**config.mk**
```make
export PLATFORM = sky130hd
export DESIGN_NAME = istm_ram
export DESIGN_NICKNAME = d
export VERILOG_FILES = /design/src/rtl/assert_macros.svh /design/src/rtl/istm_ram.sv
export SDC_FILE = /design/constraint.sdc
export NUM_CORES = 1
export LEC_CHECK = 0
export BUFFER_PORTS_ARGS = -buffer_cell sky130_fd_sc_hd__buf_4
export CORE_MARGIN = 3
export CORE_UTILIZATION = 55
export DETAILED_ROUTE_END_ITERATION = 12
export PLACE_DENSITY = 0.73
export SYNTH_ARGS = -nofsm -noshare
export SYNTH_HDL_FRONTEND = slang
export SYNTH_SLANG_ARGS = --single-unit
```
**constraint.sdc**
```tcl
create_clock -name clk_i -period 1.7 [get_ports clk_i]
set_input_delay 0.085 -clock clk_i [delete_from_list [all_inputs] [get_ports clk_i]]
set_output_delay 0.085 -clock clk_i [all_outputs]
set_load 0.01 [all_outputs]
```
**src/rtl/assert_macros.svh**
```systemverilog
// assertion macros used by the merge top level
`ifndef ASSERT_MACROS_SVH
`define ASSERT_MACROS_SVH

// property must hold at every clock edge outside reset
`define ASSERT_AT(lbl, clk, rst_n, prop) \
  lbl: assert property (@(posedge clk) disable iff (!rst_n) (prop)) \
    else $error("assertion failed");

// condition must never be seen outside reset
`define ASSERT_NEVER(lbl, clk, rst_n, cond) \
  lbl: assert property (@(posedge clk) disable iff (!rst_n) (!(cond))) \
    else $error("forbidden condition seen");

`endif

```
**src/rtl/istm_ram.sv**
```systemverilog
// generic single write port ram with registered read
`default_nettype none

module istm_ram #(
  parameter int Width = 8,
  parameter int Depth = 16
) (
  input  logic                     clk_i,
  input  logic                     we_i,
  input  logic [$clog2(Depth)-1:0] waddr_i,
  input  logic [Width-1:0]         wdata_i,
  input  logic [$clog2(Depth)-1:0] raddr_i,
  output logic [Width-1:0]         rdata_o
);

  logic [Width-1:0] mem_q [Depth];
  logic [Width-1:0] rdata_q;

  always_ff @(posedge clk_i) begin
    if (we_i) begin
      mem_q[waddr_i] <= wdata_i;
    end
    rdata_q <= mem_q[raddr_i];
  end

  assign rdata_o = rdata_q;

endmodule

`default_nettype wire

```
# After elaboration in Yosys (flattened, before gate mapping)
# Memories as Yosys holds them, arrays and structs flattened. A register that Yosys moved wholly into a read port is not among the register bits.
# Cells that the tools add are included.
[totals] reg_bits=0 ram_bits=128 inputBits=18 output_inout_bits=8 word_cells=3 memories=1
[op_classes] n_mux=2
[memory_table] memory="mem_q" words=16 word_bits=8 read_ports=1 rd_clocked_by_memory_dff=1 write_ports=1 line="istm_ram.sv:16" source="logic [Width-1:0] mem_q [Depth];"
[ops] cell="$mux 1" n=2

# Logic depth before layout (Yosys ltp)
[depth] depth_word=2 mapped_depth=5

# Worst setup path before layout
# No wires, ideal clock.
[synth_path] path_type="input to register" start="input waddr_i[2]" end="memory mem_q[0][0], enable pin" t_arrival_ns=1.195 path_slack_ns=0.122 path_stages=2 n_path_buf=0 path_cell_list="or3b_2 nor3_1"
[synth_rtl] item="from (decl)" line="istm_ram.sv:10" source="input logic [$clog2(Depth)-1:0] waddr_i,"
[synth_rtl] item="to (decl)" line="istm_ram.sv:16"
# Straight into the memory's write port.

==> results by group <==
Die
  • Die H: 102.7 um
  • Core ar.: 8891 sq um
  • Die area: 10560 sq um
  • Die W: around 100 um
  • Starting Density: 57.89%
  • I/O Pins: 26
  • Site Rows: 34

Clock network
  • Inserted Clock Buffers: 17
  • Clock tree root driver cell: clkbuf_8
  • Clock Sink Count: around 140
  • Clk pin slew, worst setup/hold paths: 0.06 ns
  • TritonCTS clock tree: done
  • Post-cts sizing count: 0
  • Maximum clock path buffer count: 2
  • # H-tree levels: 4
  • Worst-Skew Late Latency: 0.51 ns
  • Setup bufs post-CTS: 0

Setup path
  • R2r worst-path depth: 3
  • Slowest Stage Delay on Critical Path: 0.53 ns
  • Endpoint class of the critical path: register
  • Crit Path Max Fanout: 1
  • Reg2reg end: rdata_o[5]$_DFF_P_
  • R2r setup slk: 0.28 ns
  • Required time of the critical path: 2.10 ns
  • Critical Path AT: 1.81 ns
  • CP bufs+invs: 0
  • Setup crit start kind: register
  • Critical path cell sequence: mux4_1 > a22oi_1 > nand2_1
  • Critical path origin: mem_q[1][5]$_DFFE_PP_
  • Critical path depth in cells: 3
  • Setup CP Type: reg -> reg
  • CP endpoint: rdata_o[5]$_DFF_P_
  • CP delay by family, top: multiplexers
  • RR Startpoint: mem_q[1][5]$_DFFE_PP_
  • CP max stage cell: mux4_1

Power and ir drop
  • Comb power frac: 5.0%
  • Final Total Pwr: roughly 8.0 mW
  • Leak pwr: 2.181 nW
  • Pwr per Cell Area: 1267 nW/um^2
  • Sequential share of power: 47.4%
  • Psw: 1.594 mW
  • Int Pwr: 6.371 mW
  • Worst VDD drop: 0.0006751 V
  • Clk pwr share: 47.6%
  • Switching part of the total: 20.01%

Hold path
  • Worst hold path class: in -> reg

Placement
  • Final GP Congestion: 0.7564
  • DP HPWL: roughly 6000 um
  • # port buffers: 25
  • Placed inst area: 5582 sq um

STA
  • Final period utilization: 83.25%
  • Fin. Hold Viols: 0
  • Final TNS setup: 0 ns
  • Slew HR: 70.30%
  • Crit path time final: 1.415 ns
  • Setup violators final: 0
  • Slew at the pin closest to its max-slew limit: between 0.4 and 0.5 ns
  • RSZ-0062 raised after global routing: no
  • Pins over their slew limit: 0
  • Fmax achieved: 706.6 MHz
  • Max Clock Skew: 0.004281 ns

Yosys
  • Yosys Warn Count: 0
  • Sequential area share after synthesis: slightly below 80%
  • Post-synthesis sequential element count: 136
  • Unique masters post-synth: 19
  • Syn nets: 247
  • Post-Syn Area: 5147 sq um
  • Syn avg cell area: 22.48 sq um
  • Syn Inst Count: 229

GRT
  • Overflow after GRT: 0
  • Largest net degree at the start of global routing: 33
  • First-pass GRT wire length: 15550 um
  • Antenna violations before repair: 0
  • GRT Overall Usage: 21.77%
  • Vias in the first global route: 2630

Cells and area
  • Fraction of final layout cells sized beyond drive strength 1: 32.25%
  • Final #Nets: 312
  • Core Util, Final: 70.71%
  • Ant. Diodes: 0
  • Area Overhead vs Synth: 22.14%
  • Design area: 6287 sq um

Drt
  • DR vias/cell: 6.145
  • Residual DRC: 0
  • Final ANT Viol Nets: 0
  • Routed wire length: 10170 um
  • Routed len/inst: roughly 25 um
  • Initial drt markers: 162
  • Drt first pass iters: 4
  • Total number of vias: about 2.6k

Status
  • Status: finished, final reports clean

Job
  • Max-cap violations: 0
cells in the final DEF, fill, tap and decap left out:
master	Yosys	routed
buf_12	0	2
nor2b_1	1	1
clkbuf_16	0	16
nor3_1	4	4
clkinv_4	0	4
inv_6	0	2
nand2b_1	2	2
mux4_2	18	18
nand2_1	9	9
clkinv_2	0	2
clkbuf_8	0	2
a22oi_1	16	16
edfxtp_1	128	128
mux4_1	14	14
dfxtp_1	8	8
nand3_1	1	1
buf_4	1	46
bufinv_16	0	4
dlygate4sd3_1	0	8
nor2_1	13	13
and2b_1	1	1
clkinvlp_4	0	2
nand3b_1	2	2
and2_1	1	1
or3b_2	1	1
power groups by stage:
| stage | clock network, mW | registers (mW) | logic, mW |
|---|---|---|---|
| finish | 3.79 | 3.77 | 0.399 |
| global route | 3.99 | 3.78 | 0.433 |
| CTS | 3.83 | 3.77 | 0.401 |
| detailed placement | 0 | 3.84 | 0.383 |
| global placement | 0 | 3.84 | 0.376 |
| floorplan | 0 | 3.84 | 0.190 |
cell families (layout without fill, tap and decap cells):
group | Yosys count | count (layout) | synth area share [%]
muxes | 32 | 32 | 15.02
DFF | 136 | 136 | 77.78
AOI/OAI and AO/OA | 16 | 16 | 2.334
buffers and inverters | 10 | 88 | 1.677
and+or+nand+nor | 35 | 35 | 3.184
registers in the layout, summed over array words and instances, names as in the netlist:
signal and cells:
rdata_o 8, mem_q 128
cell usage after synthesis (all sizes together):
| cell | count | area share (%) |
|---|---|---|
| nand2 | 9 | 0.66 |
| mux4 | 32 | 15 |
| nor2 | 13 | 0.95 |
| nand3 | 1 | 0.097 |
| nand2b | 2 | 0.24 |
| dfxtp | 8 | 3.1 |
| a22oi | 16 | 2.3 |
| and2b | 1 | 0.15 |
| nor2b | 1 | 0.12 |
| or3b | 1 | 0.17 |
| buf | 7 | 1.1 |
| nor3 | 4 | 0.39 |
| edfxtp | 128 | 75 |
| clkdlybuf4s25 | 3 | 0.58 |
| and2 | 1 | 0.12 |
| nand3b | 2 | 0.29 |
worst reg2reg max path, stage by stage, from the launching register on:
cell and delay, ns:
edfxtp_1 0.40, mux4_1 0.53, a22oi_1 0.28, nand2_1 0.10
stage by stage:
step / hold WS, ns / instances / setup WS (ns)
floorplan: 0.1839 / 229 / 0.1221
global placement: 0.3937 / 375 / 0.1809
detailed placement: 0.3919 / 375 / 0.1667
CTS: 0.06958 / 415 / 0.2957
global route: 0.09019 / 415 / 0.2324
finish: 0.09200 / 415 / 0.2847
how the worst min path moves through the flow:
stage | startpoint | endpoint | slack [ns] | cells after the start
floorplan | wdata_i[0] | mem_q[0][0]$_DFFE_PP_ | 0.18 | 0
global placement | wdata_i[1] | mem_q[1][1]$_DFFE_PP_ | 0.39 | 1
detailed placement | wdata_i[1] | mem_q[5][1]$_DFFE_PP_ | 0.39 | 1
CTS | waddr_i[0] | mem_q[0][0]$_DFFE_PP_ | 0.07 | 3
global route | waddr_i[1] | mem_q[0][0]$_DFFE_PP_ | 0.09 | 3
finish | waddr_i[0] | mem_q[0][0]$_DFFE_PP_ | 0.09 | 3
layer usage:
layer / GRT usage [%] / wire (um)
met2: 33.12 / 4966
met4: 9.163 / 182
met5: 0 / 0
met3: 6.292 / 800
met1: 30.08 / 4221
final cells by class:
cell class | count | area (sq um)
clock buffers | 18 | 427.9
clock inverters | 14 | 197.7
fillers | 523 | 2604
multi-input cells | 83 | 1057
flip-flops and latches | 136 | 4004
well taps | 108 | 135.1
repair buffers | 56 | 465.4
repair_timing:
action,CTS,global route
hold buffers,8,0
setup endpoints to repair,0,0
hold endpoints to repair,128,0
(Power assumes the default switching activity.)
