### src/rtl/assert_macros.svh
// assertion macros used by the merge top level
`ifndef ASSERT_MACROS_SVH
`define ASSERT_MACROS_SVH

// property must hold at every clock edge outside reset
`define ASSERT_AT(lbl, clk, rst_n, prop) \
  lbl: assert property (@(posedge clk) disable iff (!rst_n) (prop)) \
    else $error("assertion failed");

// condition must never be seen outside reset
`define ASSERT_NEVER(lbl, clk, rst_n, cond) \
  lbl: assert property (@(posedge clk) disable iff (!rst_n) (!(cond))) \
    else $error("forbidden condition seen");

`endif

### src/rtl/istm_pkg.sv
// shared constants, codes and types of the imu stereo timestamp merge
`default_nettype none

package istm_pkg;

  localparam int TimeBits      = 32;
  localparam int HandleBits    = 16;
  localparam int OutHandleBits = 16;
  localparam int KindBits      = 3;
  localparam int StatusBits    = 2;

  localparam int ImuDepth    = 256;
  localparam int ImageDepth  = 16;
  localparam int ImuAw       = $clog2(ImuDepth);
  localparam int ImuFillBits = ImuAw + 1;
  localparam int ImgAw       = $clog2(ImageDepth);
  localparam int ImgFillBits = ImgAw + 1;

  localparam logic [KindBits-1:0] KindPushImu   = 3'd0;
  localparam logic [KindBits-1:0] KindPushLeft  = 3'd1;
  localparam logic [KindBits-1:0] KindPushRight = 3'd2;
  localparam logic [KindBits-1:0] KindPop       = 3'd3;
  localparam logic [KindBits-1:0] KindClear     = 3'd4;

  localparam logic [StatusBits-1:0] StatusOk    = 2'd0;
  localparam logic [StatusBits-1:0] StatusOrder = 2'd1;
  localparam logic [StatusBits-1:0] StatusFull  = 2'd2;
  localparam logic [StatusBits-1:0] StatusEmpty = 2'd3;

  localparam logic [TimeBits-1:0] ToleranceReset = 32'd5000;

  typedef struct packed {
    logic [TimeBits-1:0]   time_stamp;
    logic [HandleBits-1:0] handle;
  } istm_entry_t;

  localparam int EntryBits = $bits(istm_entry_t);

  typedef struct packed {
    logic none;
    logic imu;
    logic left;
    logic right;
  } istm_pick_t;

  typedef struct packed {
    logic [StatusBits-1:0]    status;
    logic                     imu_valid;
    logic [TimeBits-1:0]      imu_time;
    logic [OutHandleBits-1:0] imu_handle;
    logic                     left_valid;
    logic [TimeBits-1:0]      left_time;
    logic [OutHandleBits-1:0] left_handle;
    logic                     right_valid;
    logic [TimeBits-1:0]      right_time;
    logic [OutHandleBits-1:0] right_handle;
  } istm_rsp_t;

endpackage

`default_nettype wire

### src/rtl/istm_pick.sv
// chooses which queue heads a pop hands out
`default_nettype none

module istm_pick (
  input  logic                          imu_empty_i,
  input  logic                          left_empty_i,
  input  logic                          right_empty_i,
  input  logic [istm_pkg::TimeBits-1:0] imu_time_i,
  input  logic [istm_pkg::TimeBits-1:0] left_time_i,
  input  logic [istm_pkg::TimeBits-1:0] right_time_i,
  input  logic [istm_pkg::TimeBits-1:0] tolerance_i,
  output istm_pkg::istm_pick_t          pick_o
);

  import istm_pkg::*;

  logic                imu_wins;
  logic                pair;
  logic [TimeBits-1:0] gap;

  always_comb begin
    gap = (left_time_i > right_time_i) ? (left_time_i - right_time_i)
                                       : (right_time_i - left_time_i);
    pair = gap < tolerance_i;

    imu_wins = 1'b0;
    if (!imu_empty_i) begin
      if (left_empty_i && right_empty_i) begin
        imu_wins = 1'b1;
      end else if (left_empty_i) begin
        imu_wins = imu_time_i < right_time_i;
      end else if (right_empty_i) begin
        imu_wins = imu_time_i < left_time_i;
      end else begin
        imu_wins = (imu_time_i <= left_time_i) || (imu_time_i <= right_time_i);
      end
    end

    pick_o = '0;
    if (imu_empty_i && left_empty_i && right_empty_i) begin
      pick_o.none = 1'b1;
    end else if (imu_wins) begin
      pick_o.imu = 1'b1;
    end else if (left_empty_i) begin
      pick_o.right = 1'b1;
    end else if (right_empty_i) begin
      pick_o.left = 1'b1;
    end else if (pair) begin
      pick_o.left  = 1'b1;
      pick_o.right = 1'b1;
    end else if (left_time_i < right_time_i) begin
      pick_o.left = 1'b1;
    end else begin
      pick_o.right = 1'b1;
    end
  end

endmodule

`default_nettype wire

### config.mk
export PLATFORM = sky130hd
export DESIGN_NAME = istm_pick
export DESIGN_NICKNAME = d
export VERILOG_FILES = /design/src/rtl/assert_macros.svh /design/src/rtl/istm_pkg.sv /design/src/rtl/istm_pick.sv
export SDC_FILE = /design/constraint.sdc
export NUM_CORES = 1
export LEC_CHECK = 0
export ABC_AREA = 1
export BUFFER_PORTS_ARGS = -buffer_cell sky130_fd_sc_hd__buf_4
export CAP_MARGIN = 20
export CORE_UTILIZATION = 60
export DETAILED_ROUTE_END_ITERATION = 16
export GPL_TIMING_DRIVEN = 0
export PLACE_DENSITY = 0.89
export SETUP_SLACK_MARGIN = 0.3
export SYNTH_ARGS = -nofsm -noshare
export SYNTH_HDL_FRONTEND = slang
export SYNTH_SLANG_ARGS = --single-unit
### constraint.sdc
create_clock -name vclk -period 7.34
set_input_delay 1.468 -clock vclk [all_inputs]
set_output_delay 1.468 -clock vclk [all_outputs]
set_load 0.02 [all_outputs]
=== Word-level counts from Yosys, hierarchy flattened ===
Index checks and enable logic that the tools add are counted.

* Bits in registers: 0
* Logic and storage cells: 29

* $add $sub $neg: 2
* Order comparisons: 7
* Mux-type cells: 16
* Reduce and logical (&&, ||, !) cells: 4

{| class="wikitable"
|+ Operators by type and width
! kind !! count
|-
| < comparator 32 bit || 4
|-
| <= comparator 32 bit || 2
|-
| subtractor 32 bit || 2
|-
| > comparator 32 bit || 1
|-
| two-way mux 32 bit || 1
|-
| two-way mux 1 bit || 12
|-
| two-way mux 2 bit || 2
|-
| logical AND 1 bit || 3
|-
| two-way mux 3 bit || 1
|-
| logical OR 1 bit || 1
|}

=== Longest topological paths before layout ===
* Depth after elaboration: 8
* Depth in mapped cells: 32
* Gate-level depth less buffers: 29

=== Worst setup path before layout ===
OpenSTA, ideal clock, no wires.

* Path type: input port to output port
* Start: in left_time_i[0] in the netlist's numbering
* End: out pick_o[1] in the netlist's numbering
* Data arrival time: 4.408 ns
* Slack: 1.464 ns
* Stages on the path: 28
* Path buffers: 2
* Path through: inv_1 ha_1 fa_1 o21ai_2 nand2_1 nand2_2 nand2_2 nand2_2 nand2_2 nand3_2 nand2_4 inv_2 buf_6 buf_8 nand2_1 nand2_1 inv_1 ha_1 a21oi_1 o21a_1 nand2_1 nand2_1 nand2_1 nand2_1 nand2_1 nand3_1 nand2_1 nor2_1

{| class="wikitable"
|+ RTL lines
! item !! RTL line !! text
|-
| start, declared || istm_pick.sv:9 || <nowiki>input logic [istm_pkg::TimeBits-1:0] left_time_i,</nowiki>
|-
| end, declared || istm_pick.sv:12 || <nowiki>output istm_pkg::istm_pick_t pick_o</nowiki>
|}

==> results_dict.tcl <==
set metrics [dict create \
    nets 1659 \
    max_stage_delay_ns 0.55 \
    timing.fmax_mhz 147 \
    path_max_fanout 6 \
    slowest_stage "o21ai_0" \
    outcome "finished, final reports clean" \
    top_usage_layer "met2" \
    p_total_mw 0.684 \
    min_path_type "input port to output port" \
    vias 8132 \
    flow.area_growth_from_synthesis_pct 17.6 \
    timing.final.crit_share_pct 93.0 \
    wirelength_um 21700 \
    n_fill_cell 1023 \
    routedWlPerCell_um 14.4 \
    slew_violations 0 \
    worstSetupPathType "input port to output port" \
    yosysWarnings 0 \
    synth_top_area_cell "ha_1" \
    netlist.area_leader.share_pct 29.1 \
    avgSynthCellArea_um2 5.52 \
    synthTopCellsByArea "ha_1 29%, nand2_1 21%, inv_1 13%" \
    drtIter0Drc 731 \
    finalHoldViolCount 0 \
    arrival_ns 5.36 \
    grt_start_max_net_pins 11 \
    routabilityCongestion 0.990 \
    dr.pass1.iters 5 \
    hold_slack_ns 3.31 \
    setup_viol 0 \
    synth_cell_type_count 36 \
    syn-num-nets 1522 \
    drv_cap 0 \
    grt_use_met1_pct 50.8 \
    leakage_nw 4.92 \
    die_h_um 108 \
    ys_seq_area_share_pct 0 \
    core_region_area_mm2 0.0109 \
    grt_pass1_vias 7492 \
    fin_cells 1506 \
    antenna_found_initial 0 \
    synth_area_mm2 0.00680 \
    die_x_um 108 \
    rows 38 \
    power_density_mw_per_mm2 85.7 \
    layout-drive-gt1-share_pct 12.7 \
    start_util_pct 62.1 \
    synth_common_cells "377 x nand2_1, 231 x inv_1, 158 x ha_1, 124 x a21oi_1, 97 x nor2_1" \
    grt-ovfl-total 0 \
    drc 0 \
    start_kind "input port" \
    cp-end-kind "output port" \
    met2_usage_pct 61.6 \
    place_inst 1506 \
    period_minus_slack_ns 6.82 \
    cpMostUsedCell "nand2_1" \
    antenna_cells 0 \
    final-seq-area_um2 0 \
    met3_usage_pct 1.45 \
    grtUsageTotal_pct 36.9 \
    cts_setup_buffers 0 \
    port_buffers 135 \
    hpwl_um 19300 \
    viasPerCell 5.40 \
    netlist_instances 1231 \
    worstMarginPinSlew_ns 0.624 \
    ant_nets 0 \
    rsz0062_at_grt "no" \
    yosys.cell_count.top_type "nand2_1" \
    max-slew-margin-rel_pct 58.0 \
    tns_ns 0 \
    pin_count 135 \
    die_area_mm2 0.0118 \
    grt_pass1_wl_um 34300 \
    worstPathRequired_ns 5.87 \
    seq_cell_count 0 \
    n_clock_buffer 0 \
    ir_drop_mv 0.0645 \
]
[worst paths after layout]
check / from / cells after the start / to / slack [ns]
max: left_time_i[2] / 26 / pick_o[0] / 0.52
min: imu_empty_i / 4 / pick_o[3] / 3.31
[worst max-delay path, delay by kind of cell]
kind | cells | cell delay, ns
buffers and inverters | 5 | 0.49
AOI/OAI and AO/OA | 5 | 1.47
adders and majority gates | 2 | 0.57
and+or+nand+nor | 14 | 1.35
[area by class of cell]
class / instances / area, µm² / area share (%)
Timing Repair Buffer: 135 / 1010 / 12.7
Buffer: 16 / 98.8 / 1.24
Tap cell: 140 / 175 / 2.19
Multi-Input combinational cell: 982 / 5830 / 72.9
Inverter: 233 / 875 / 10.9
[layout by cell type, fill, tap and decap left out, types with 2 or more instances in the layout]
cell type	netlist	routed
xnor2_1	4	4
buf_4	1	136
nor2_1	97	97
ha_1	158	158
nand4_1	16	16
nand3_1	37	37
buf_2	13	13
nand3b_1	2	2
inv_1	231	231
fa_1	2	2
o21ai_1	5	5
inv_2	2	2
o21a_1	12	12
nor2_2	6	6
nor3_1	6	5
a31oi_1	2	2
a21o_1	11	11
nand2_2	9	9
o21bai_1	5	5
a21oi_1	124	124
and2_1	2	2
xor2_1	31	31
o21ai_0	66	66
nand2_1	377	377
[routing by layer]
layer | part of all wire (%) | routed length, µm | up-vias
li1 | - | - | 4185
met1 | 47 | 10100 | 3546
met2 | 44 | 9510 | 352
met3 | 6.5 | 1410 | 49
met4 | 3.1 | 668 | 0
met5 | 0 | 0 | -
[cell families after synthesis]
group | count (synthesis) | synth area share (%)
XOR/XNOR | 35 | 4.51
AND/OR/NAND/NOR | 558 | 33.4
AO/OA/AOI/OAI | 229 | 18.1
adder cells (fa/ha/maj) | 160 | 29.7
buffers and inverters | 249 | 14.3
[metrics by stage]
stage / setup slack (ns) / area, µm² / utilization [%]
floorplan: 1.46 / 6800 / -
global placement: 0.581 / 7980 / 73.0
detailed placement: 0.527 / 7980 / 73.0
CTS: 0.515 / 7980 / 73.0
global route: 0.292 / 7990 / 73.1
finish: 0.517 / 7990 / 73.1
[timing repair]
action | in CTS | in global routing
endpoints found under the setup margin | 0 | 1
gates resized for setup | 0 | 1
hold buffers | 0 | 0
[where the power goes]
part | switching [mW] | total [mW] | internal, mW
Combinational | 0.418 | 0.684 | 0.266
Clock | 0 | 0 | 0
Sequential | 0 | 0 | 0
Power figures use the tool's default switching activity.
